## config.mk

```make
export PLATFORM = sky130hd
export DESIGN_NAME = cascaded_balance_pd_controller_core_flat
export DESIGN_NICKNAME = d
export VERILOG_FILES = /design/src/design/cbpd_pkg.sv /design/src/design/cbpd_if.sv /design/src/design/cbpd_pd_serial.sv /design/src/design/cbpd_seq.sv /design/src/design/cascaded_balance_pd_controller_core.sv /design/src/flat_wrapper.sv
export SDC_FILE = /design/constraint.sdc
export NUM_CORES = 1
export LEC_CHECK = 0
export BUFFER_PORTS_ARGS = -buffer_cell sky130_fd_sc_hd__clkbuf_2
export CAP_MARGIN = 20
export CORE_ASPECT_RATIO = 1.4
export CORE_MARGIN = 5
export CORE_UTILIZATION = 46
export CTS_CLUSTER_DIAMETER = 80
export DETAILED_ROUTE_END_ITERATION = 10
export GPL_TIMING_DRIVEN = 0
export MAX_ROUTING_LAYER = met4
export PLACE_DENSITY_LB_ADDON = 0.25
export SLEW_MARGIN = 5
export SYNTH_ARGS = -nofsm -noshare
export SYNTH_HDL_FRONTEND = slang
export SYNTH_SLANG_ARGS = --single-unit
```

## constraint.sdc

```tcl
create_clock -name clk -period 6.1 [get_ports clk]
set_input_delay 0.305 -clock clk [delete_from_list [all_inputs] [get_ports clk]]
set_output_delay 0.305 -clock clk [all_outputs]
set_load 0.05 [all_outputs]
```

## src/design/cbpd_pkg.sv

```systemverilog
// shared types, constants and helpers for the cascaded balance pd controller
package cbpd_pkg;

  localparam int SPEED_LIMIT_DEF  = 1000;
  localparam int MECH_ZERO_DEF    = 0;
  localparam int SPEED_DIVIDE_DEF = 4;

  localparam int GAIN_W = 16;
  localparam int DATA_W = 16;
  localparam int LIM_W  = 15;
  localparam int CFG_IDX_W = 3;

  // sum of two 16x17 products fits in 35 bits signed
  localparam int ACC_W = 35;

  typedef enum logic [CFG_IDX_W-1:0] {
    REG_SPEED_KP  = 3'd0,
    REG_SPEED_KD  = 3'd1,
    REG_ANGLE_KP  = 3'd2,
    REG_ANGLE_KD  = 3'd3,
    REG_RATE_KP   = 3'd4,
    REG_RATE_KD   = 3'd5,
    REG_OUT_LIMIT = 3'd6,
    REG_FALL      = 3'd7
  } cfg_idx_t;

  // request to the serial pd unit and its answer
  typedef struct packed {
    logic                      start;
    logic [GAIN_W-1:0]         kp;
    logic [GAIN_W-1:0]         kd;
    logic signed [DATA_W-1:0]  err;
    logic signed [DATA_W-1:0]  last;
  } pd_req_t;

  typedef struct packed {
    logic                      done;
    logic signed [ACC_W-1:0]   result;
  } pd_rsp_t;

  function automatic logic signed [DATA_W-1:0] sat16(input logic signed [ACC_W-1:0] v);
    logic signed [DATA_W-1:0] r;
    if (v > 35'sd32767) r = 16'sh7fff;
    else if (v < -35'sd32768) r = 16'sh8000;
    else r = v[DATA_W-1:0];
    return r;
  endfunction

  function automatic logic signed [ACC_W-1:0] clampv(input logic signed [ACC_W-1:0] v,
                                                    input logic signed [ACC_W-1:0] lim);
    logic signed [ACC_W-1:0] r;
    if (v > lim) r = lim;
    else if (v < -lim) r = -lim;
    else r = v;
    return r;
  endfunction

endpackage

```

## src/design/cbpd_if.sv

```systemverilog
// valid/ready channel interfaces for tick inputs and duty results
interface cbpd_in_if;
  logic                                 valid;
  logic                                 ready;
  logic signed [cbpd_pkg::DATA_W-1:0]   tilt_angle;
  logic signed [cbpd_pkg::DATA_W-1:0]   encoder_delta;
  logic signed [cbpd_pkg::DATA_W-1:0]   gyro_rate;
  logic                                 rest_request;
  modport source (output valid, tilt_angle, encoder_delta, gyro_rate, rest_request,
                  input ready);
  modport sink (input valid, tilt_angle, encoder_delta, gyro_rate, rest_request,
                output ready);
endinterface

interface cbpd_out_if;
  logic                                 valid;
  logic                                 ready;
  logic [cbpd_pkg::LIM_W-1:0]           duty_magnitude;
  logic                                 direction;
  logic                                 fallen;
  modport source (output valid, duty_magnitude, direction, fallen, input ready);
  modport sink (input valid, duty_magnitude, direction, fallen, output ready);
endinterface

```

## src/design/cbpd_pd_serial.sv

```systemverilog
// bit-serial pd unit: kp*err + kd*(err-last), then divide by 256 toward zero
module cbpd_pd_serial (
  input  logic               clk,
  input  logic               rst_n,
  input  cbpd_pkg::pd_req_t  req,
  output cbpd_pkg::pd_rsp_t  rsp
);

  localparam int CNT_W = $clog2(cbpd_pkg::GAIN_W + 1);

  logic                               busy_r, busy_nxt;
  logic [CNT_W-1:0]                   cnt_r, cnt_nxt;
  logic [cbpd_pkg::GAIN_W-1:0]        kp_r, kp_nxt, kd_r, kd_nxt;
  logic signed [cbpd_pkg::ACC_W-1:0]  e_r, e_nxt, d_r, d_nxt;
  logic signed [cbpd_pkg::ACC_W-1:0]  acc_r, acc_nxt;
  logic                               done_r, done_nxt;
  logic signed [cbpd_pkg::ACC_W-1:0]  adj;

  always_comb begin
    busy_nxt = busy_r;
    cnt_nxt  = cnt_r;
    kp_nxt   = kp_r;
    kd_nxt   = kd_r;
    e_nxt    = e_r;
    d_nxt    = d_r;
    acc_nxt  = acc_r;
    done_nxt = 1'b0;
    if (req.start) begin
      busy_nxt = 1'b1;
      cnt_nxt  = '0;
      kp_nxt   = req.kp;
      kd_nxt   = req.kd;
      e_nxt    = cbpd_pkg::ACC_W'(req.err);
      d_nxt    = cbpd_pkg::ACC_W'(req.err) - cbpd_pkg::ACC_W'(req.last);
      acc_nxt  = '0;
    end else if (busy_r) begin
      // one bit of each gain per cycle
      acc_nxt = acc_r + (kp_r[0] ? e_r : '0) + (kd_r[0] ? d_r : '0);
      kp_nxt  = kp_r >> 1;
      kd_nxt  = kd_r >> 1;
      e_nxt   = e_r <<< 1;
      d_nxt   = d_r <<< 1;
      cnt_nxt = cnt_r + 1'b1;
      if (cnt_r == CNT_W'(cbpd_pkg::GAIN_W - 1)) begin
        busy_nxt = 1'b0;
        done_nxt = 1'b1;
      end
    end
  end

  always_ff @(posedge clk) begin
    if (!rst_n) begin
      busy_r <= 1'b0;
      done_r <= 1'b0;
      cnt_r  <= '0;
    end else begin
      busy_r <= busy_nxt;
      done_r <= done_nxt;
      cnt_r  <= cnt_nxt;
    end
    kp_r  <= kp_nxt;
    kd_r  <= kd_nxt;
    e_r   <= e_nxt;
    d_r   <= d_nxt;
    acc_r <= acc_nxt;
  end

  // truncate toward zero
  assign adj = acc_r + ((acc_r < 0) ? cbpd_pkg::ACC_W'(255) : '0);
  assign rsp.done   = done_r;
  assign rsp.result = adj >>> 8;

`ifndef SYNTHESIS
  a_start_idle: assert property (@(posedge clk) disable iff (!rst_n)
    req.start |-> !busy_r) else $error("pd start while busy");
  a_done_after_busy: assert property (@(posedge clk) disable iff (!rst_n)
    done_r |-> $past(busy_r)) else $error("pd done without run");
  a_cnt_idle: assert property (@(posedge clk) disable iff (!rst_n)
    !busy_r |=> !done_r || $past(busy_r)) else $error("pd spurious done");
`endif

endmodule

```

## src/design/cbpd_seq.sv

```systemverilog
// tick sequencer: loop state, cascade order and result register
module cbpd_seq #(
  parameter int SPEED_LIMIT  = cbpd_pkg::SPEED_LIMIT_DEF,
  parameter int MECH_ZERO    = cbpd_pkg::MECH_ZERO_DEF,
  parameter int SPEED_DIVIDE = cbpd_pkg::SPEED_DIVIDE_DEF
) (
  input  logic                              clk,
  input  logic                              rst_n,
  cbpd_in_if.sink                           in_ch,
  cbpd_out_if.source                        out_ch,
  input  logic [cbpd_pkg::GAIN_W-1:0]       speed_kp,
  input  logic [cbpd_pkg::GAIN_W-1:0]       speed_kd,
  input  logic [cbpd_pkg::GAIN_W-1:0]       angle_kp,
  input  logic [cbpd_pkg::GAIN_W-1:0]       angle_kd,
  input  logic [cbpd_pkg::GAIN_W-1:0]       rate_kp,
  input  logic [cbpd_pkg::GAIN_W-1:0]       rate_kd,
  input  logic [cbpd_pkg::LIM_W-1:0]        out_limit,
  input  logic [cbpd_pkg::LIM_W-1:0]        fall_thr,
  output cbpd_pkg::pd_req_t                 pd_req,
  input  cbpd_pkg::pd_rsp_t                 pd_rsp
);

  localparam int PH_W = $clog2(SPEED_DIVIDE + 1);
  localparam int W = cbpd_pkg::DATA_W;
  localparam int A = cbpd_pkg::ACC_W;

  typedef enum logic [5:0] {
    ST_IDLE  = 6'b000001,
    ST_SPEED = 6'b000010,
    ST_ANGLE = 6'b000100,
    ST_RATE  = 6'b001000,
    ST_WAIT  = 6'b010000,
    ST_OUT   = 6'b100000
  } state_t;

  state_t                 state_r, state_nxt;
  logic [PH_W-1:0]        phase_r, phase_nxt;
  logic signed [W-1:0]    enc_sum_r, enc_sum_nxt;
  logic signed [W-1:0]    speed_last_r, speed_last_nxt;
  logic signed [W-1:0]    speed_out_r, speed_out_nxt;
  logic signed [W-1:0]    angle_smp_r, angle_smp_nxt;
  logic signed [W-1:0]    angle_last_r, angle_last_nxt;
  logic signed [W-1:0]    angle_out_r, angle_out_nxt;
  logic signed [W-1:0]    rate_last_r, rate_last_nxt;
  logic signed [W-1:0]    tilt_r, tilt_nxt, gyro_r, gyro_nxt;
  logic                   rest_r, rest_nxt;
  logic [1:0]             pend_r, pend_nxt;
  logic signed [W-1:0]    err_r, err_nxt;
  logic                   ovalid_r, ovalid_nxt;
  logic [cbpd_pkg::LIM_W-1:0] mag_r, mag_nxt;
  logic                   dir_r, dir_nxt, fall_r, fall_nxt;
  cbpd_pkg::pd_req_t      req_nxt, req_r;

  logic signed [A-1:0]    rate_err_w, rate_u, spd_err_w;
  logic                   fell;

  localparam logic [1:0] PEND_NONE  = 2'd0;
  localparam logic [1:0] PEND_SPEED = 2'd1;
  localparam logic [1:0] PEND_ANGLE = 2'd2;
  localparam logic [1:0] PEND_RATE  = 2'd3;

  assign in_ch.ready          = (state_r == ST_IDLE);
  assign out_ch.valid         = ovalid_r;
  assign out_ch.duty_magnitude = mag_r;
  assign out_ch.direction     = dir_r;
  assign out_ch.fallen        = fall_r;
  assign pd_req               = req_r;

  always_comb begin
    state_nxt      = state_r;
    phase_nxt      = phase_r;
    enc_sum_nxt    = enc_sum_r;
    speed_last_nxt = speed_last_r;
    speed_out_nxt  = speed_out_r;
    angle_smp_nxt  = angle_smp_r;
    angle_last_nxt = angle_last_r;
    angle_out_nxt  = angle_out_r;
    rate_last_nxt  = rate_last_r;
    tilt_nxt       = tilt_r;
    gyro_nxt       = gyro_r;
    rest_nxt       = rest_r;
    pend_nxt       = pend_r;
    err_nxt        = err_r;
    ovalid_nxt     = ovalid_r;
    mag_nxt        = mag_r;
    dir_nxt        = dir_r;
    fall_nxt       = fall_r;
    req_nxt        = '0;
    spd_err_w      = -A'(enc_sum_r);
    rate_err_w     = A'(angle_out_r) + A'(gyro_r);
    rate_u         = cbpd_pkg::clampv(pd_rsp.result, A'(out_limit));
    fell           = (angle_smp_r > $signed({1'b0, fall_thr})) ||
                     (angle_smp_r < -$signed({1'b0, fall_thr})) || rest_r;
    if (out_ch.valid && out_ch.ready) ovalid_nxt = 1'b0;

    unique case (state_r)
      ST_IDLE: begin
        if (in_ch.valid) begin
          tilt_nxt = in_ch.tilt_angle;
          gyro_nxt = in_ch.gyro_rate;
          rest_nxt = in_ch.rest_request;
          if (phase_r >= PH_W'(SPEED_DIVIDE)) phase_nxt = PH_W'(1);
          else phase_nxt = phase_r + 1'b1;
          enc_sum_nxt = cbpd_pkg::sat16(A'(enc_sum_r) + A'(in_ch.encoder_delta));
          state_nxt = ST_SPEED;
        end
      end
      ST_SPEED: begin
        if (phase_r == PH_W'(SPEED_DIVIDE)) begin
          err_nxt = cbpd_pkg::sat16(spd_err_w);
          enc_sum_nxt = '0;
          req_nxt.start = 1'b1;
          req_nxt.kp = speed_kp;
          req_nxt.kd = speed_kd;
          req_nxt.err = cbpd_pkg::sat16(spd_err_w);
          req_nxt.last = speed_last_r;
          pend_nxt = PEND_SPEED;
          state_nxt = ST_WAIT;
        end else begin
          state_nxt = ST_ANGLE;
        end
      end
      ST_ANGLE: begin
        if (!phase_r[0]) begin
          angle_smp_nxt = cbpd_pkg::sat16(A'(tilt_r) - A'(MECH_ZERO));
          state_nxt = ST_RATE;
          pend_nxt = PEND_ANGLE;
          state_nxt = ST_WAIT;
          req_nxt.start = 1'b1;
        end else begin
          state_nxt = ST_RATE;
        end
      end
      ST_RATE: begin
        err_nxt = cbpd_pkg::sat16(rate_err_w);
        req_nxt.start = 1'b1;
        req_nxt.kp = rate_kp;
        req_nxt.kd = rate_kd;
        req_nxt.err = cbpd_pkg::sat16(rate_err_w);
        req_nxt.last = rate_last_r;
        pend_nxt = PEND_RATE;
        state_nxt = ST_WAIT;
      end
      ST_WAIT: begin
        if (pd_rsp.done) begin
          case (pend_r)
            PEND_SPEED: begin
              speed_out_nxt = W'(cbpd_pkg::clampv(pd_rsp.result, A'(SPEED_LIMIT)));
              speed_last_nxt = err_r;
              state_nxt = ST_ANGLE;
            end
            PEND_ANGLE: begin
              angle_out_nxt = cbpd_pkg::sat16(pd_rsp.result);
              angle_last_nxt = err_r;
              state_nxt = ST_RATE;
            end
            default: begin
              rate_last_nxt = err_r;
              state_nxt = ST_OUT;
            end
          endcase
        end
      end
      ST_OUT: begin
        // pd result and sampled angle hold until the next tick starts
        if (!ovalid_r || (out_ch.valid && out_ch.ready)) begin
          ovalid_nxt = 1'b1;
          state_nxt = ST_IDLE;
          mag_nxt = '0;
          dir_nxt = 1'b1;
          fall_nxt = fell;
          if (!fell) begin
            dir_nxt = (rate_u >= 0);
            mag_nxt = (rate_u >= 0) ? rate_u[cbpd_pkg::LIM_W-1:0]
                                    : cbpd_pkg::LIM_W'(-rate_u);
          end
        end
      end
      default: state_nxt = ST_IDLE;
    endcase

    // angle request is built after the sample is known
    if (state_r == ST_ANGLE && !phase_r[0]) begin
      err_nxt = cbpd_pkg::sat16(A'(speed_out_r) - A'(angle_smp_nxt));
      req_nxt.kp = angle_kp;
      req_nxt.kd = angle_kd;
      req_nxt.err = err_nxt;
      req_nxt.last = angle_last_r;
    end
  end

  always_ff @(posedge clk) begin
    if (!rst_n) begin
      state_r      <= ST_IDLE;
      phase_r      <= '0;
      enc_sum_r    <= '0;
      speed_last_r <= '0;
      speed_out_r  <= '0;
      angle_smp_r  <= '0;
      angle_last_r <= '0;
      angle_out_r  <= '0;
      rate_last_r  <= '0;
      ovalid_r     <= 1'b0;
      pend_r       <= PEND_NONE;
      req_r        <= '0;
    end else begin
      state_r      <= state_nxt;
      phase_r      <= phase_nxt;
      enc_sum_r    <= enc_sum_nxt;
      speed_last_r <= speed_last_nxt;
      speed_out_r  <= speed_out_nxt;
      angle_smp_r  <= angle_smp_nxt;
      angle_last_r <= angle_last_nxt;
      angle_out_r  <= angle_out_nxt;
      rate_last_r  <= rate_last_nxt;
      ovalid_r     <= ovalid_nxt;
      pend_r       <= pend_nxt;
      req_r        <= req_nxt;
    end
    tilt_r <= tilt_nxt;
    gyro_r <= gyro_nxt;
    rest_r <= rest_nxt;
    err_r  <= err_nxt;
    mag_r  <= mag_nxt;
    dir_r  <= dir_nxt;
    fall_r <= fall_nxt;
  end

`ifndef SYNTHESIS
  a_onehot: assert property (@(posedge clk) disable iff (!rst_n)
    $onehot(state_r)) else $error("state not one-hot");
  a_phase_range: assert property (@(posedge clk) disable iff (!rst_n)
    phase_r <= PH_W'(SPEED_DIVIDE)) else $error("phase out of range");
  a_fall_zero: assert property (@(posedge clk) disable iff (!rst_n)
    (out_ch.valid && out_ch.fallen) |-> (out_ch.duty_magnitude == '0 && out_ch.direction))
    else $error("fallen result carries duty");
  a_enc_clear: assert property (@(posedge clk) disable iff (!rst_n)
    (state_r == ST_SPEED && phase_r == PH_W'(SPEED_DIVIDE)) |=> enc_sum_r == '0)
    else $error("encoder sum not cleared");
`endif

endmodule

```

## src/design/cascaded_balance_pd_controller_core.sv

```systemverilog
// top level of the cascaded balance pd controller
//  channel | direction | contents
//  in_     | sink      | tilt_angle, encoder_delta, gyro_rate, rest_request
//  out_    | source    | duty_magnitude, direction, fallen
//  cfg_    | write     | cfg_we, cfg_index, cfg_data
// a tick runs one, two or three pd loops by phase, each on the one bit-serial
// multiply unit, with handoff steps between them; reset is synchronous and clears
// loop state but not latched inputs, error or outputs; gains to 0, limits to defaults
// a held result stalls the next tick at its output step only
module cascaded_balance_pd_controller_core #(
  parameter int SPEED_LIMIT  = cbpd_pkg::SPEED_LIMIT_DEF,
  parameter int MECH_ZERO    = cbpd_pkg::MECH_ZERO_DEF,
  parameter int SPEED_DIVIDE = cbpd_pkg::SPEED_DIVIDE_DEF
) (
  input  logic                               clk,
  input  logic                               rst_n,
  cbpd_in_if.sink                            in_ch,
  cbpd_out_if.source                         out_ch,
  input  logic                               cfg_we,
  input  logic [cbpd_pkg::CFG_IDX_W-1:0]     cfg_index,
  input  logic [cbpd_pkg::GAIN_W-1:0]        cfg_data
);

  logic [cbpd_pkg::GAIN_W-1:0] gain_r [6];
  logic [cbpd_pkg::LIM_W-1:0]  out_limit_r, fall_thr_r;
  cbpd_pkg::pd_req_t           pd_req;
  cbpd_pkg::pd_rsp_t           pd_rsp;

  always_ff @(posedge clk) begin
    if (!rst_n) begin
      for (int i = 0; i < 6; i++) gain_r[i] <= '0;
      out_limit_r  <= cbpd_pkg::LIM_W'(5000);
      fall_thr_r   <= cbpd_pkg::LIM_W'(1000);
    end else if (cfg_we) begin
      unique case (cbpd_pkg::cfg_idx_t'(cfg_index))
        cbpd_pkg::REG_SPEED_KP:  gain_r[0] <= cfg_data;
        cbpd_pkg::REG_SPEED_KD:  gain_r[1] <= cfg_data;
        cbpd_pkg::REG_ANGLE_KP:  gain_r[2] <= cfg_data;
        cbpd_pkg::REG_ANGLE_KD:  gain_r[3] <= cfg_data;
        cbpd_pkg::REG_RATE_KP:   gain_r[4] <= cfg_data;
        cbpd_pkg::REG_RATE_KD:   gain_r[5] <= cfg_data;
        cbpd_pkg::REG_OUT_LIMIT: out_limit_r <= cfg_data[cbpd_pkg::LIM_W-1:0];
        cbpd_pkg::REG_FALL:      fall_thr_r <= cfg_data[cbpd_pkg::LIM_W-1:0];
        default: ;
      endcase
    end
  end

  cbpd_seq #(
    .SPEED_LIMIT(SPEED_LIMIT), .MECH_ZERO(MECH_ZERO), .SPEED_DIVIDE(SPEED_DIVIDE)
  ) u_seq (
    .clk(clk), .rst_n(rst_n), .in_ch(in_ch), .out_ch(out_ch),
    .speed_kp(gain_r[0]), .speed_kd(gain_r[1]),
    .angle_kp(gain_r[2]), .angle_kd(gain_r[3]),
    .rate_kp(gain_r[4]), .rate_kd(gain_r[5]),
    .out_limit(out_limit_r), .fall_thr(fall_thr_r),
    .pd_req(pd_req), .pd_rsp(pd_rsp)
  );

  cbpd_pd_serial u_pd (.clk(clk), .rst_n(rst_n), .req(pd_req), .rsp(pd_rsp));

endmodule
```

## src/flat_wrapper.sv

```systemverilog
// flat-port wrapper written by rule: the top's interface ports become plain ports
module cascaded_balance_pd_controller_core_flat 
#(
  parameter int SPEED_LIMIT  = cbpd_pkg::SPEED_LIMIT_DEF,
  parameter int MECH_ZERO    = cbpd_pkg::MECH_ZERO_DEF,
  parameter int SPEED_DIVIDE = cbpd_pkg::SPEED_DIVIDE_DEF
)
  (clk, rst_n, cfg_we, cfg_index, cfg_data, in_ch_valid, in_ch_tilt_angle, in_ch_encoder_delta, in_ch_gyro_rate, in_ch_rest_request, in_ch_ready, out_ch_valid, out_ch_duty_magnitude, out_ch_direction, out_ch_fallen, out_ch_ready);
  cbpd_in_if in_ch_i ();
  cbpd_out_if out_ch_i ();
  input  logic clk;
  input  logic rst_n;
  input  logic cfg_we;
  input  logic [cbpd_pkg::CFG_IDX_W-1:0] cfg_index;
  input  logic [cbpd_pkg::GAIN_W-1:0] cfg_data;
  input wire logic [$bits(in_ch_i.valid)-1:0] in_ch_valid;
  input wire logic [$bits(in_ch_i.tilt_angle)-1:0] in_ch_tilt_angle;
  input wire logic [$bits(in_ch_i.encoder_delta)-1:0] in_ch_encoder_delta;
  input wire logic [$bits(in_ch_i.gyro_rate)-1:0] in_ch_gyro_rate;
  input wire logic [$bits(in_ch_i.rest_request)-1:0] in_ch_rest_request;
  output wire logic [$bits(in_ch_i.ready)-1:0] in_ch_ready;
  output wire logic [$bits(out_ch_i.valid)-1:0] out_ch_valid;
  output wire logic [$bits(out_ch_i.duty_magnitude)-1:0] out_ch_duty_magnitude;
  output wire logic [$bits(out_ch_i.direction)-1:0] out_ch_direction;
  output wire logic [$bits(out_ch_i.fallen)-1:0] out_ch_fallen;
  input wire logic [$bits(out_ch_i.ready)-1:0] out_ch_ready;
  assign in_ch_i.valid = in_ch_valid;
  assign in_ch_i.tilt_angle = in_ch_tilt_angle;
  assign in_ch_i.encoder_delta = in_ch_encoder_delta;
  assign in_ch_i.gyro_rate = in_ch_gyro_rate;
  assign in_ch_i.rest_request = in_ch_rest_request;
  assign in_ch_ready = in_ch_i.ready;
  assign out_ch_valid = out_ch_i.valid;
  assign out_ch_duty_magnitude = out_ch_i.duty_magnitude;
  assign out_ch_direction = out_ch_i.direction;
  assign out_ch_fallen = out_ch_i.fallen;
  assign out_ch_i.ready = out_ch_ready;
  cascaded_balance_pd_controller_core #(.SPEED_LIMIT(SPEED_LIMIT), .MECH_ZERO(MECH_ZERO), .SPEED_DIVIDE(SPEED_DIVIDE)) u_core (.clk(clk), .rst_n(rst_n), .in_ch(in_ch_i), .out_ch(out_ch_i), .cfg_we(cfg_we), .cfg_index(cfg_index), .cfg_data(cfg_data));
endmodule
```

Word level (Yosys, flattened, before mapping)
Memory sizes are Yosys's and may differ from the RTL's.
Index checks and enable logic that the tools add are counted.
- RAM bits: 96
- bits in registers: 429
- memories kept: 1
- memories (name ; words ; width ; read ports ; clocked after Yosys merged registers in ; wr ports ; RTL line ; text):
    u_core.gain_r ; 6 ; 16 ; 6 ; 0 ; 6 ; cascaded_balance_pd_controller_core.sv:24 ; logic [cbpd_pkg::GAIN_W-1:0] gain_r [6];
- multiplexer cells: 90
- bitwise gates (word level): 9
- $add $sub $neg: 13
- eq/ne operators: 23
- reduce and logical (&&, ||, !) cells: 26
- $lt $le $gt $ge: 21
- operators by type and width (kind ; count):
    2-to-1 mux 16 bit ; 30
    2-to-1 mux 35 bit ; 8
    case mux 64 bit (2 select lines) ; 1
    adder 35 bit ; 2
    2-to-1 mux 65 bit ; 1
    2-to-1 mux 64 bit ; 1
    case mux 16 bit (2 select lines) ; 2
    > comparator 17 x 16 -> 1 bit, second input constant ; 3
    less-than comparator 17 x 16 -> 1 bit, second input constant ; 3
    case mux 6 bit (6 select lines) ; 1
    adder 35 x 8 -> 35 bit ; 1
    >= comparator 35 x 1 -> 1 bit, second input constant ; 1
    > comparator 35 x 16 -> 1 bit, second input constant ; 1
    less-than comparator 27 x 35 -> 1 bit ; 1
    less-than comparator 35 x 1 -> 1 bit, second input constant ; 1
    less-than comparator 35 x 16 -> 1 bit, second input constant ; 1
    negation 15 -> 35 bit ; 1
    negation 16 -> 35 bit ; 1
    adder 16 x 16 -> 17 bit ; 2
    subtractor 16 x 16 -> 17 bit ; 2
    2-to-1 mux 1 bit ; 33
    > comparator 27 x 11 -> 1 bit, second input constant ; 1
    > comparator 27 x 16 -> 1 bit ; 1
    > comparator 27 x 16 -> 1 bit, second input constant ; 1
    other kinds (46) ; 82

Logic depth before layout (Yosys ltp)
Gate-level depths: netlist of run 1.
- depth in word-level cells: 10
- depth in mapped cells: 29
- depth with buffers taken out: 27

Cells and area by module
From an unflattened synthesis of run 1, not the netlist that was laid out.
- cell total of the unflattened synthesis: 3148
- area total of the unflattened synthesis: 30704.4 µm²
- modules (own cells, without submodules) (module ; cells an instance ; area each (µm²) ; instances):
    cbpd_seq ; 1768 ; 15692.6 ; 1
    cbpd_pd_serial ; 1013 ; 10024.6 ; 1
    cascaded_balance_pd_controller_core ; 367 ; 4987.3 ; 1

Worst setup path before layout of run 1
Ideal clock, no wire load.
- path kind: register to register
- start point: register u_core.u_pd.acc_r[34] (netlist bit)
- end point: register u_core.u_seq.mag_r (netlist bit u_core.u_seq.out_ch.duty_magnitude[4]) (data pin)
- library setup time: 254 ps
- path buffers: 2
- arrival: 5533 ps
- period minus slack after synthesis: 5787 ps
- slack: 313 ps
- stages on the path, launching flop included: 29
- cell sequence: dfxtp_1 ha_1 a21oi_1 o21ai_0 a22oi_1 clkbuf_1 nor2_1 nand4_1 xnor2_1 inv_1 ha_1 a21o_1 a221o_1 a22oi_1 o2111ai_1 a31o_2 a211oi_2 or3_4 nand2_1 buf_2 nor2_1 nor2_1 a21oi_1 ha_1 nand2_1 a21oi_1 o21ai_0 nor3b_1 o21a_1
- word-level cells in the longest chain between the ends: 8
- ends and longest elaborated chain (item ; RTL line ; text):
    start: declaration ; cbpd_pd_serial.sv:15 ; logic signed [cbpd_pkg::ACC_W-1:0] acc_r, acc_nxt;
    start signal: assignment ; cbpd_pd_serial.sv:65 ; acc_r <= acc_nxt;
    less-than comparator 35 x 1 -> 1 bit ; cbpd_pd_serial.sv:69 ; assign adj = acc_r + ((acc_r < 0) ? cbpd_pkg::ACC_W'(255) : '0);
    2-to-1 mux 8 bit ; cbpd_pd_serial.sv:69 ;
    adder 35 x 8 -> 35 bit * ; cbpd_pd_serial.sv:69 ;
    less-than comparator 27 x 35 -> 1 bit ; cbpd_pkg.sv:53 ; else if (v < -lim) r = -lim;
    2-to-1 mux 35 bit ; cbpd_pkg.sv:53 ;
    2-to-1 mux 35 bit * ; cbpd_pkg.sv:52 ; if (v > lim) r = lim;
    >= comparator 35 x 1 -> 1 bit or negation 15 bit (tied branches) ; cbpd_seq.sv:174, cbpd_seq.sv:175 ;
    2-to-1 mux 15 bit * ; cbpd_seq.sv:174 ; mag_nxt = (rate_u >= 0) ? rate_u[cbpd_pkg::LIM_W-1:0]
    end signal: assignment ; cbpd_seq.sv:224 ; mag_r <= mag_nxt;
    end: declaration ; cbpd_seq.sv:50 ; logic [cbpd_pkg::LIM_W-1:0] mag_r, mag_nxt;
Every way passes the cells marked *; elsewhere a longest branch is shown, timed or not.
A chain may end at the register's enable or synchronous reset.

Final worst setup path of run 1
- start point: register u_core.u_pd.acc_r[34] (netlist bit)
- end point: register u_core.u_seq.mag_r (netlist bit u_core.u_seq.out_ch.duty_magnitude[10]) (data pin)
The elaborated chain is that of the path after synthesis.

==> results of run 1 <==
## registers in the layout, indices dropped and copies added, names as in the netlist, 35 cells and up
signal,cells
u_core.gain_r,96
u_core.u_pd.acc_r,35
u_core.u_pd.d_r,35
u_core.u_pd.e_r,35
u_core.u_seq.pd_req,65
## final cells by class
cell class / count / area share
Inverter: 156 / 0.0169
Clock buffer: 72 / 0.0439
Multi-Input combinational cell: 2232 / 0.469
Sequential cell: 525 / 0.374
Buffer: 146 / 0.0180
Clock inverter: 26 / 0.00957
Tap cell: 847 / 0.0301
Timing Repair Buffer: 180 / 0.0380
## critical path: cells and delay by family (launching register included)
family / cells / cell delay (ns)
mux: 1 / 0.39
fa+ha+maj: 3 / 0.76
flops: 1 / 0.44
compound gates: 13 / 3.01
xor+xnor: 1 / 0.19
simple gates: 2 / 0.36
buf+inv: 4 / 0.63
## worst paths after layout
path / slack, ns / start / end / depth (start not counted)
worst min register to register: 0.46 / u_core.u_seq.rate_last_r[9] / u_core.u_seq.rate_last_r[9] / 2
worst max register to register: 0.16 / u_core.u_pd.acc_r[34] / u_core.u_seq.out_ch.duty_magnitude[10] / 24
worst max-delay path: 0.16 / u_core.u_pd.acc_r[34] / u_core.u_seq.out_ch.duty_magnitude[10] / 24
worst min-delay path: 0.05 / cfg_data[14] / u_core.fall_thr_r[14] / 3
## metrics by stage
| stage | TNS [ns] | hold WS [ns] | utilization |
|---|---|---|---|
| 6_report | 0 | 0.0543 | 0.539 |
| 4_1_cts | 0 | 0.0159 | 0.532 |
| 2_1_floorplan | 0 | 0.404 | - |
| 3_3_place_gp | -36.45 | 0.442 | 0.485 |
| 5_1_grt | -0.196 | 0.0594 | 0.539 |
| 3_5_place_dp | -36.40 | 0.446 | 0.489 |
## metal layers
metal  wire length (um)  share of wire
met1              36200           0.38
met2              48800           0.52
met3               4490          0.048
met4               4630          0.049
met5                  0              0
## power groups by stage
stage / clock network, mW / registers, mW / logic [mW]
6_report: 3.48 / 4.21 / 3.36
5_1_grt: 3.67 / 4.24 / 3.65
4_1_cts: 3.55 / 4.20 / 3.22
3_5_place_dp: 0 / 4.26 / 3.10
3_3_place_gp: 0 / 4.26 / 3.00
2_1_floorplan: 0 / 4.22 / 2.16
## cells by family (layout without fill, tap and decap cells)
family	count (synthesis)	count (layout)	share of synthesized area
and+or+nand+nor	1044	1044	0.175
AOI/OAI and AO/OA	715	715	0.169
DFF	525	525	0.436
buffers and inverters	305	580	0.0385
adders and majority gates	231	231	0.105
xor gates and xnor gates	135	135	0.0392
muxes	107	107	0.0378
## layout by cell type (no fill, tap or decap), types with 15 or more instances in the layout
cell type / n
o21a_1: 41
nand2_1: 293
a222oi_1: 48
xor2_1: 32
o221a_2: 15
o21bai_1: 15
edfxtp_1: 264
or3_1: 22
clkbuf_1: 122
ha_1: 184
a31oi_1: 20
o211ai_1: 31
nand2b_1: 32
clkbuf_16: 57
o21ai_0: 93
dlygate4sd3_1: 34
nor2b_1: 72
dfxtp_1: 252
nor4_1: 19
nor3_1: 47
and2_1: 178
fa_1: 39
xnor2_1: 88
inv_1: 149
and3_1: 24
nand4_1: 27
a21oi_1: 158
mux2_2: 50
nand3_1: 65
buf_4: 50
a211oi_1: 20
a21o_1: 47
o31a_1: 16
a21boi_0: 61
clkbuf_2: 92
mux2i_1: 54
nor2_1: 183
## Yosys cell counts (all sizes together), types with 12 or more instances
cell	number	area, sq um
clkbuf	127	477
nand2	299	1120
ha	191	2390
a21boi	61	458
or3	23	149
nand3	67	335
a21oi	162	815
o211ai	32	245
nor4	26	169
xor2	39	342
or2	14	87.6
and3	26	163
and2	180	1130
o21bai	16	120
fa	39	781
edfxtp	264	7930
nor2b	73	457
nand4	27	169
a211oi	24	190
a222oi	48	480
a22o	12	105
inv	156	586
a21o	47	353
o221a	15	169
nand2b	32	200
o31a	16	140
xnor2	96	841
a32oi	12	105
mux2	52	589
nor3	53	282
o21a	41	308
mux2i	55	551
dfxtp	261	5230
buf	22	98.8
nor2	188	708
o31ai	16	120
o21ai	103	515
a31oi	20	125
## timing repair
action                                  4_1_cts  5_1_grt
endpoints found under the setup margin       46       42
hold buffers                                 34        0
resized for setup                            83       68
pin swaps                                    12       31
buffers inserted                             22       23
hold endpoints to repair                     38        0
==> summary.txt, run 1 <==
CTS
  • Sink Count: 525
  • Clock transition at path regs: 0.06 ns
  • CTS tree: yes
  • Worst skew pair latency: 0.64 ns
  • Clock root cell: clkbuf_16
  • CTS buffer count: 52
  • # H-tree levels: 2
  • Max Buffers Root-to-Sink: 3

Floorplan
  • Die height: 313 um
  • IO Pins: 92
  • Core area: 65,300 sq um
  • Initial Util: 0.462
  • Die Area: 70,900 sq um
  • Cell Rows: 111
  • Die X: 226 um

Global route
  • GR Layer Usage met3: 0.0313
  • Number of global-route vias before repair: 24,500
  • Global route hottest layer: met2
  • Initial antenna violation count: 1
  • First-pass GRT wire length: 143,000 um
  • Total track usage: 0.266
  • Grt total ovfl: 0
  • Grt met2 use: 0.473
  • Largest net degree at the start of global routing: 69
  • Met1 Use GR: 0.301

STA
  • Fin crit share: 0.974
  • Final setup viols: 0
  • Final Hold Vio Count: 0
  • Slew Viols, Final: 0
  • Worst Skew: 0.0360 ns
  • Fin crit period: 5.94 ns
  • Max_slew headroom: 0.190
  • RSZ-0062 raised after global routing: true
  • F_max: 168 MHz
  • Setup ws final: 0.158 ns
  • Slew @ Worst Pin: 1.21 ns

Worst setup path
  • Crit path largest cell delay: 0.51 ns
  • WP data required: 6.58 ns
  • Critical Path Start Type: flop
  • Crit end category: flop
  • Worst Path Arrival: 6.42 ns
  • Crit-path max FO: 10
  • Slowest stage cell, crit path: o41ai_4
  • Setup Crit Path Kind: flop to flop
  • Critical path, cell by cell: ha_4, a311oi_2, o21bai_2, buf_4, a22o_1, and3_2, xnor2_4, inv_1, ha_1, a21o_1, a21o_1, a21oi_1, nor2_1, a211oi_2, o22ai_2, o41ai_4, buf_6, buf_4, mux2_2, ha_2, o211a_4, o2bb2a_4, a2111oi_2, o21bai_1

Route
  • DRT Pass-1 Iters: 6
  • DRC: 0
  • DR vias/cell: 5.80
  • Total number of vias: 24,300
  • Final WL: 94,200 um
  • Drt wl/cell: 22.5 um
  • Initial DRC count: 1,982
  • Routed Antenna Nets: 0

Cells and area
  • Area growth, synth to finish: 16.6%
  • Layout cells sized above 1: 0.134
  • Area of the multi-input gates: 16,500 sq um
  • Finished Layout Cells: 4,184
  • Design Area, Final: 35,200 sq um
  • Fill cell count: 5,812
  • Nets: 3,596
  • Antenna cells: 0
  • Register Area: 13,200 sq um

Logic synthesis
  • Post-synth EDFFs: 264
  • Netlist cell types: 91
  • Synthesized area: 30,200 sq um
  • Gate Count Post-Synth: 3,062
  • YS warnings: 0
  • Dominant synthesized flop cell: edfxtp_1
  • Yosys reg bits: 525
  • Async SR Flop Fraction: 0
  • Register area share after synthesis: 0.436
  • Syn_nets: 3,365
  • Syn Area/Cell: 9.85 sq um

Placed design
  • I/O Buffers: 88
  • Dpl hpwl: 71,900 um
  • Dpl ws: -2.10 ns
  • GP Congestion: 0.905
  • Placed Cells: 4,010
  • Placed inst area: 31,900 sq um

Min path
  • Min-Delay Path Class: primary input to flop

Run
  • MaxCap Viol Count: 0

Pwr
  • Pwr Density: 314 nW/um^2
  • Clock network fraction of design power: 0.315
  • Leakage: 13.9 nW
  • Switching Share: 0.338
  • Combinational share of power: 0.304
  • Pint: 7.31 mW
  • Maximum vdd ir drop: 276 uV
  • Total chip power: 11.1 mW
  • Reg power frac: 0.381
  • Switching power: 3.74 mW

Status
  • Status: complete, no violations
(Power assumes the default switching activity.)
==> inputs of run 2 (changes only) <==
- ABC_AREA: unset -> 1
==> run 2 against run 1 <==
Net effect:
- worst setup slack better by 0.40 ns
- largest cell class unchanged
- flip-flop and latch count unchanged
- critical endpoint unchanged
- sequential share of layout area increased by 0.77 points
- wire length fell by 4.3%
- highest routed layer unchanged
- hold slack got worse by 0.0026 ns
- core utilization down 1.5 points
- clock skew down 0.012 ns
- global-route usage shrank 1.5 points
==> summary.txt, run 2 <==
Status
  • Status: complete, no violations

Worst setup path
  • Most frequent CP cell: nand2_1
  • Critical Path Start Type: flop
  • WP buf/inv: 5
  • WP data required: 6.47 ns
  • Worst Path Arrival: 5.91 ns
  • Crit end category: flop
  • Setup Crit Path Kind: flop to flop
  • Slowest stage cell, crit path: dfxtp_4
  • Crit-path max FO: 11
  • Family with the most delay on the worst path: simple AND/OR/NAND/NOR gates
  • Crit path largest cell delay: 0.51 ns

Cells and area
  • Fill cell count: 6,282
  • Most frequent cells in the layout: 936 x nand2_1, 482 x inv_1, 428 x nor2_1
  • Design Area, Final: 34,400 sq um
  • Commonest non-fill, non-tap cell in the layout: nand2_1
  • Antenna cells: 0
  • Nets: 4,357
  • Largest Register: u_core.gain_r
  • Area growth, synth to finish: 12.8%
  • Largest register FFs: 96
  • Finished Layout Cells: 4,947
  • Layout cells sized above 1: 0.0737
  • Final core utilization: 0.524

STA
  • Post-route setup TNS: 0 ns
  • Setup ws final: 0.558 ns
  • Max_slew headroom: 0.317
  • Final setup viols: 0
  • Worst Skew: 0.0240 ns
  • Final Hold Vio Count: 0
  • Fin crit period: 5.54 ns
  • F_max: 180 MHz
  • RSZ-0062 raised after global routing: false
  • Hold WS: 0.0517 ns
  • Slew @ Worst Pin: 1.02 ns
  • Slew Viols, Final: 0
  • Fin crit share: 0.908

Route
  • Drt wl/cell: 18.2 um
  • DRT Pass-1 Iters: 7
  • Routed Antenna Nets: 0
  • Total number of vias: 26,300
  • Wl on met1: 35,600 um
  • DR vias/cell: 5.32
  • DRC: 0
  • Initial DRC count: 1,937
  • Met3 WL: 4010 um
  • Max layer used: met4
  • Final WL: 90,100 um
  • Wire length on met2: 45,400 um

CTS
  • CTS buffer count: 54
  • # H-tree levels: 2
  • Sink Count: 525
  • Worst skew pair latency: 0.64 ns
  • Clock transition at path regs: 0.06 ns
  • Setup Fix Bufs, Post-CTS: 0
  • Max Buffers Root-to-Sink: 3
  • CTS tree: yes
  • Clock root cell: clkbuf_16

Pwr
  • Switching Share: 0.410
  • Reg power frac: 0.343
  • Combinational share of power: 0.404
  • Pint: 8.06 mW
  • Maximum vdd ir drop: 282 uV
  • Leakage: 15.9 nW
  • Pwr Density: 397 nW/um^2
  • Clock network fraction of design power: 0.253
  • Total chip power: 13.7 mW
  • Switching power: 5.61 mW

Logic synthesis
  • Post-synth EDFFs: 264
  • Async SR Flop Fraction: 0
  • Gate Count Post-Synth: 3,861
  • Largest area contributor in the netlist: edfxtp_1
  • Syn_nets: 4,164
  • Synth cell count leaders: 938 x nand2_1, 483 x inv_1, 430 x nor2_1
  • Register area share after synthesis: 0.431
  • Netlist cell types: 62
  • Syn Area/Cell: 7.91 sq um
  • YS warnings: 0
  • Largest cells by area after synthesis: edfxtp_1 26%, dfxtp_1 17%, nand2_1 12%, ha_1 7.8%, inv_1 5.9%
  • Dominant synthesized flop cell: edfxtp_1
  • Yosys reg bits: 525
  • Most common cell in the netlist: nand2_1
  • Synthesized area: 30,500 sq um
  • Top-area cell type share of the netlist area: 0.260

Floorplan
  • Initial Util: 0.465
  • Cell Rows: 111
  • Die height: 315 um
  • Die X: 228 um
  • Die Area: 71,700 sq um
  • IO Pins: 92
  • Core area: 65,700 sq um

Placed design
  • Dpl hpwl: 69,600 um
  • I/O Buffers: 91
  • Dpl ws: 0.0171 ns
  • GP Congestion: 0.960
  • Placed inst area: 32,100 sq um
  • Placed Cells: 4,804

Global route
  • Initial antenna violation count: 0
  • Total track usage: 0.251
  • Number of global-route vias before repair: 25,300
  • Largest net degree at the start of global routing: 60
  • First-pass GRT wire length: 139,000 um
  • Grt total ovfl: 0

Min path
  • Min-Delay Path Class: primary input to flop

Run
  • MaxCap Viol Count: 0
## run 2: cell families (layout without fill, tap and decap cells)
group,after synthesis,in the layout,share of synthesized area
compound gates,654,654,0.121
xor+xnor,78,78,0.0230
fa+ha+maj,230,230,0.104
buf+inv,625,864,0.0780
flops,525,525,0.431
mux,10,10,0.00328
simple gates,1739,1739,0.240
## run 2: worst register-to-register path, delay by kind of cell, from the launching register on
kind / cells / cell delay, ns
buffers and inverters: 5 / 0.45
flip-flops: 1 / 0.51
AND/OR/NAND/NOR: 28 / 2.73
adder cells (fa/ha/maj): 3 / 0.89
AO/OA/AOI/OAI: 5 / 0.73
## run 2: power groups by stage
stage	clock network (mW)	registers, mW	logic [mW]
floorplan	0	4.61	4.03
global route	3.66	4.73	6.25
CTS	3.52	4.68	5.50
global placement	0	4.77	5.35
finish	3.46	4.68	5.52
detailed placement	0	4.75	5.44
## run 2: path summary, 6_finish.rpt
check / startpoint / endpoint / slack (ns) / depth (start not counted)
setup reg to reg: u_core.u_pd.acc_r[34] / u_core.u_seq.out_ch.duty_magnitude[10] / 0.56 / 41
hold reg to reg: u_core.u_seq.rate_last_r[4] / u_core.u_seq.rate_last_r[4] / 0.45 / 2
hold / removal: cfg_data[9] / u_core.out_limit_r[9] / 0.05 / 3
setup / recovery: u_core.u_pd.acc_r[34] / u_core.u_seq.out_ch.duty_magnitude[10] / 0.56 / 41
## run 2: what timing repair did
action / 4_1_cts / 5_1_grt
endpoints found under the setup margin: 1 / 29
endpoints found under the hold margin: 41 / 0
cloned: 0 / 0
hold buffers: 40 / 0
gates resized for setup: 1 / 6
## run 2: area by class of cell
class / count / area [sq um] / share of cell area
plain buffers: 127 / 507 / 0.0147
inverters: 498 / 1880 / 0.0545
flip-flops and latches: 525 / 13200 / 0.382
multi-input cells: 2711 / 15000 / 0.436
clock inverters: 32 / 312 / 0.00905
well taps: 847 / 1060 / 0.0308
repair buffers: 137 / 948 / 0.0275
clock buffers: 70 / 1560 / 0.0452
## run 2: per-layer routing
layer	track usage	up-vias
met3	0.0254	196
li1	-	13100
met2	0.449	719
met1	0.284	12200
met4	0.119	0
met5	-	-
